<file path="src/design/t2bpp_pkg.sv">
// shared types, constants and the shade function of the 2bpp tile encoder
`default_nettype none

package t2bpp_pkg;

  localparam int unsigned TABLE_DEPTH = 256;
  localparam int unsigned TBL_AW      = (TABLE_DEPTH > 1) ? $clog2(TABLE_DEPTH) : 1;
  localparam int unsigned TBL_CW      = $clog2(TABLE_DEPTH + 1);
  localparam int unsigned PLANE_W     = 64;
  localparam int unsigned TILE_W      = 2 * PLANE_W;
  localparam int unsigned WSUM_W      = 18;

  localparam logic [WSUM_W-1:0] SHADE_STEP = WSUM_W'(64000);
  localparam logic [7:0]        ALPHA_MIN  = 8'd128;

  typedef enum logic [1:0] {
    ST_PIXEL,
    ST_SEARCH,
    ST_EMIT
  } t2bpp_state_e;

  typedef struct packed {
    logic pix_take;
    logic srch_clr;
    logic srch_run;
    logic store;
    logic emit;
  } t2bpp_cmd_t;

  typedef struct packed {
    logic last_pix;
    logic hit;
    logic done;
    logic emit_step;
    logic emit_last;
  } t2bpp_sts_t;

  // weighted luma split into four bands; the sum never exceeds four bands
  function automatic logic [1:0] shade_of(input logic [7:0] r, input logic [7:0] g,
                                          input logic [7:0] b);
    logic [WSUM_W-1:0] wsum;
    logic [1:0]        s;
    wsum = WSUM_W'(r) * WSUM_W'(212) + WSUM_W'(g) * WSUM_W'(701)
         + WSUM_W'(b) * WSUM_W'(87);
    if (wsum >= WSUM_W'(3) * SHADE_STEP) begin
      s = 2'd3;
    end else if (wsum >= WSUM_W'(2) * SHADE_STEP) begin
      s = 2'd2;
    end else if (wsum >= SHADE_STEP) begin
      s = 2'd1;
    end else begin
      s = 2'd0;
    end
    return s;
  endfunction

endpackage

`default_nettype wire

</file>
<file path="src/design/t2bpp_ctrl.sv">
// controller: pixel intake, table search and byte emission sequencing
`default_nettype none

module t2bpp_ctrl (
  input  wire                     clk_i,
  input  wire                     rst_ni,
  input  wire                     in_valid_i,
  output logic                    in_ready_o,
  input  wire t2bpp_pkg::t2bpp_sts_t sts_i,
  output t2bpp_pkg::t2bpp_cmd_t   cmd_o
);
  import t2bpp_pkg::*;

  t2bpp_state_e state_q, state_d;

  always_comb begin
    state_d = state_q;
    unique case (state_q)
      ST_PIXEL: begin
        if (in_valid_i && sts_i.last_pix) begin
          state_d = ST_SEARCH;
        end
      end
      ST_SEARCH: begin
        priority if (sts_i.hit) begin
          state_d = ST_PIXEL;
        end else if (sts_i.done) begin
          state_d = ST_EMIT;
        end
      end
      ST_EMIT: begin
        if (sts_i.emit_step && sts_i.emit_last) begin
          state_d = ST_PIXEL;
        end
      end
      default: state_d = ST_PIXEL;
    endcase
  end

  always_comb begin
    in_ready_o     = (state_q == ST_PIXEL);
    cmd_o.pix_take = (state_q == ST_PIXEL) && in_valid_i;
    cmd_o.srch_clr = cmd_o.pix_take && sts_i.last_pix;
    cmd_o.srch_run = (state_q == ST_SEARCH);
    cmd_o.store    = (state_q == ST_SEARCH) && !sts_i.hit && sts_i.done;
    cmd_o.emit     = (state_q == ST_EMIT);
  end

  always_ff @(posedge clk_i or negedge rst_ni) begin
    if (!rst_ni) begin
      state_q <= ST_PIXEL;
    end else begin
      state_q <= state_d;
    end
  end

`ifndef SYNTH
  // a culled tile never reaches emission
  a_hit_drops: assert property (@(posedge clk_i) disable iff (!rst_ni)
    state_q == ST_SEARCH && sts_i.hit |=> state_q == ST_PIXEL)
    else $error("duplicate tile not dropped");
`endif

endmodule

`default_nettype wire

</file>
<file path="config.mk">
export PLATFORM = sky130hd
export DESIGN_NAME = t2bpp_ctrl
export DESIGN_NICKNAME = d
export VERILOG_FILES = /design/src/design/t2bpp_pkg.sv /design/src/design/t2bpp_ctrl.sv
export SDC_FILE = /design/constraint.sdc
export NUM_CORES = 1
export LEC_CHECK = 0
export BUFFER_PORTS_ARGS = -buffer_cell sky130_fd_sc_hd__buf_2
export CORE_AREA = 5 5 42 44
export CTS_BUF_LIST = sky130_fd_sc_hd__clkbuf_2
export DETAILED_ROUTE_END_ITERATION = 12
export DIE_AREA = 0 0 47 49
export PLACE_DENSITY_LB_ADDON = 0.05
export SYNTH_ARGS = -nofsm -noshare
export SYNTH_HDL_FRONTEND = slang
export SYNTH_SLANG_ARGS = --single-unit
</file>
<file path="constraint.sdc">
create_clock -name clk_i -period 0.8 [get_ports clk_i]
set_input_delay 0.16 -clock clk_i [delete_from_list [all_inputs] [get_ports clk_i]]
set_output_delay 0.16 -clock clk_i [all_outputs]
set_load 0.005 [all_outputs]
</file>
==> metrics.txt <==
Final Util approximately a fifth; Sw Ratio a little under 30%; Clock power frac 36.2%; die area 2300 sq um; drt drc 0; most frequent cells in the layout buf_2 (12), clkbuf_2 (3), buf_6 (2), buf_4 (2); RSZ-0062 raised after global routing yes; H-tree depth 1; commonest non-fill, non-tap cell in the layout buf_2; Top-Level Pins 14; reg-to-reg startpoint state_q[0]$_DFFE_PN0P_; max-cap violations 0; Crit. End Element output pin; switching pwr approximately 0.13 mW; fmax ~840 MHz; leakage around 0.16 nW; Final Setup Violations 8; gpl congestion between 0.6 and 0.7; Hold Startpoint sts_i[4]; Gate power share around a third; Mean Syn Cell Area 10.1 sq um; Crit Path Category register to output pin; synth top area cells dfrtp_1 (41%), and4bb_4 (13%), nor2b_1 (10%), a32o_2 (9.3%), a21o_1 (6.2%); max reg flops 2; status finished with violations; CTS buffer count 3; chip height between 40 and 50 microns; Yosys top cell by area dfrtp_1; initial core utilization approximately 8.7%; Hold Slack between 0.2 and 0.25 ns; first-pass GRT wire length between 600 and 700 microns; vias in the first global route roughly 150; Setup crit start state_q[1]$_DFFE_PN0P_; Mapped Area roughly 120 sq um; Power Internal approximately 0.31 mW; Vias/cell about 3.5; final global-route overflow total 0; register area between 50 and 60 sq um; footprint of the multi-input gates between 80 and 90 sq um; Biggest register state_q; final worst path period share 149%; Flop pwr share roughly 30%; Slew Limit Fails 0; Syn Nets 20; CTS tree done; IO buf count 13; Post-Place Worst Slack -0.192 ns; biggest regs state_q x2; Area growth, synth to finish 129%; worst skew pair latency around 0.19 ns; Final nets 42; largest net degree at the start of global routing 5; CP max FO 4; FP Rows 14; maximum clock path buffer count 2; Die Width 47 microns; DR vias 166; GRT Overall Usage under 10%; Worst-Margin Slew 0.147 ns; CORE AREA between 1000 and 1500 sq um; fillers 167; Max-slew headroom about nine tenths; Setup crit start kind register; Yosys cell types 9; antenna violations before repair 0; fin crit period about 1.2 ns; DR WL/cell 9.69 microns; synthesized instance count 12; sequential share of the synthesized area around two fifths; Initial DRT Pass Iterations 2; Final ANT Viol Nets 0; power density cells about 1600 nW/um^2; CP arrival 1.04 ns; Max IR drop VDD ~0.54 mV; post-layout power 0.435 mW; routed wire length between 400 and 500 microns; Starting DRT DRC Count 1; CTS sink count 2; HP Class primary input to register; Hold Fails Final Rpt 0; final worst slack -0.396 ns; Worst-path clk slew 0.03 ns; share of layout cells above drive strength 1 between 70 and 80%; skew final 0.00724 ns; Synth top area share between 40% and 50%; clock root buffer clkbuf_2; Synth warnings 0; failing checks setup timing; post-synthesis register bit count 2; Crit path required time between 0.6 and 0.7 ns; ant diodes 0
-- synthesized netlist by cell type, drive strengths merged --
library cell  n
nand2         1
dfrtp         2
and3          1
and4bb        1
nor2b         2
a32o          1
nor2          2
and2          1
a21o          1
-- routing by layer --
metal	GRT usage (%)	share of wire, %
met1	3.74	31
met2	6.56	59
met3	3.32	9.9
met4	4.15	0
met5	0	0
-- through the flow --
stage                     instance area, sq um  TNS [ns]  std cells
after floorplan                            126    -0.301         12
after global placement                     219    -0.970         42
after detailed placement                   219    -0.921         42
after CTS                                  260     -2.35         47
after global routing                       278     -2.79         48
final                                      278     -2.29         48
-- critical path, stage by stage, from the launching register on --
cell and delay [ns]:
dfrtp_1 0.40, and4bb_4 0.35, buf_6 0.09
-- what timing repair did --
| action | in CTS | in global routing |
|---|---|---|
| endpoints found under the setup margin | 8 | 8 |
| gates resized for setup | 2 | 3 |
| setup buffers | 1 | 1 |
| hold endpoints to repair | 2 | 0 |
| cloned | 0 | 0 |
| pin swaps | 1 | 2 |
| hold buffers | 1 | 0 |
-- logic make-up after synthesis --
group / Yosys count / share of synthesized area (%)
AOI/OAI and AO/OA: 2 / 15.5
DFF: 2 / 41.2
and+or+nand+nor: 8 / 43.3
-- area by class of cell --
class | count | share of cell area, %
multi-input combinational | 10 | 30.2
clock buffer | 3 | 5.41
timing repair buffer | 17 | 38.7
sequential | 2 | 18.5
tap | 16 | 7.21
-- power groups by stage --
stage	Clock (mW)	Sequential [mW]	Combinational (mW)
after floorplan	0	0.125	0.0543
after global placement	0	0.130	0.115
after detailed placement	0	0.129	0.117
after CTS	0.174	0.128	0.134
after global routing	0.188	0.132	0.164
final	0.158	0.130	0.148
-- worst paths after layout --
kind | to | slack, ns | depth (start not counted)
max in group asynchronous | state_q[0]$_DFFE_PN0P_ | 0.41 | 2
min in group asynchronous | state_q[0]$_DFFE_PN0P_ | 0.28 | 2
setup / recovery | cmd_o[1] | -0.40 | 2
setup reg to reg | state_q[0]$_DFFE_PN0P_ | -0.12 | 2
hold / removal | state_q[0]$_DFFE_PN0P_ | 0.24 | 2
hold reg to reg | state_q[1]$_DFFE_PN0P_ | 0.70 | 2
Note: power is estimated with default switching activity, not from simulation.
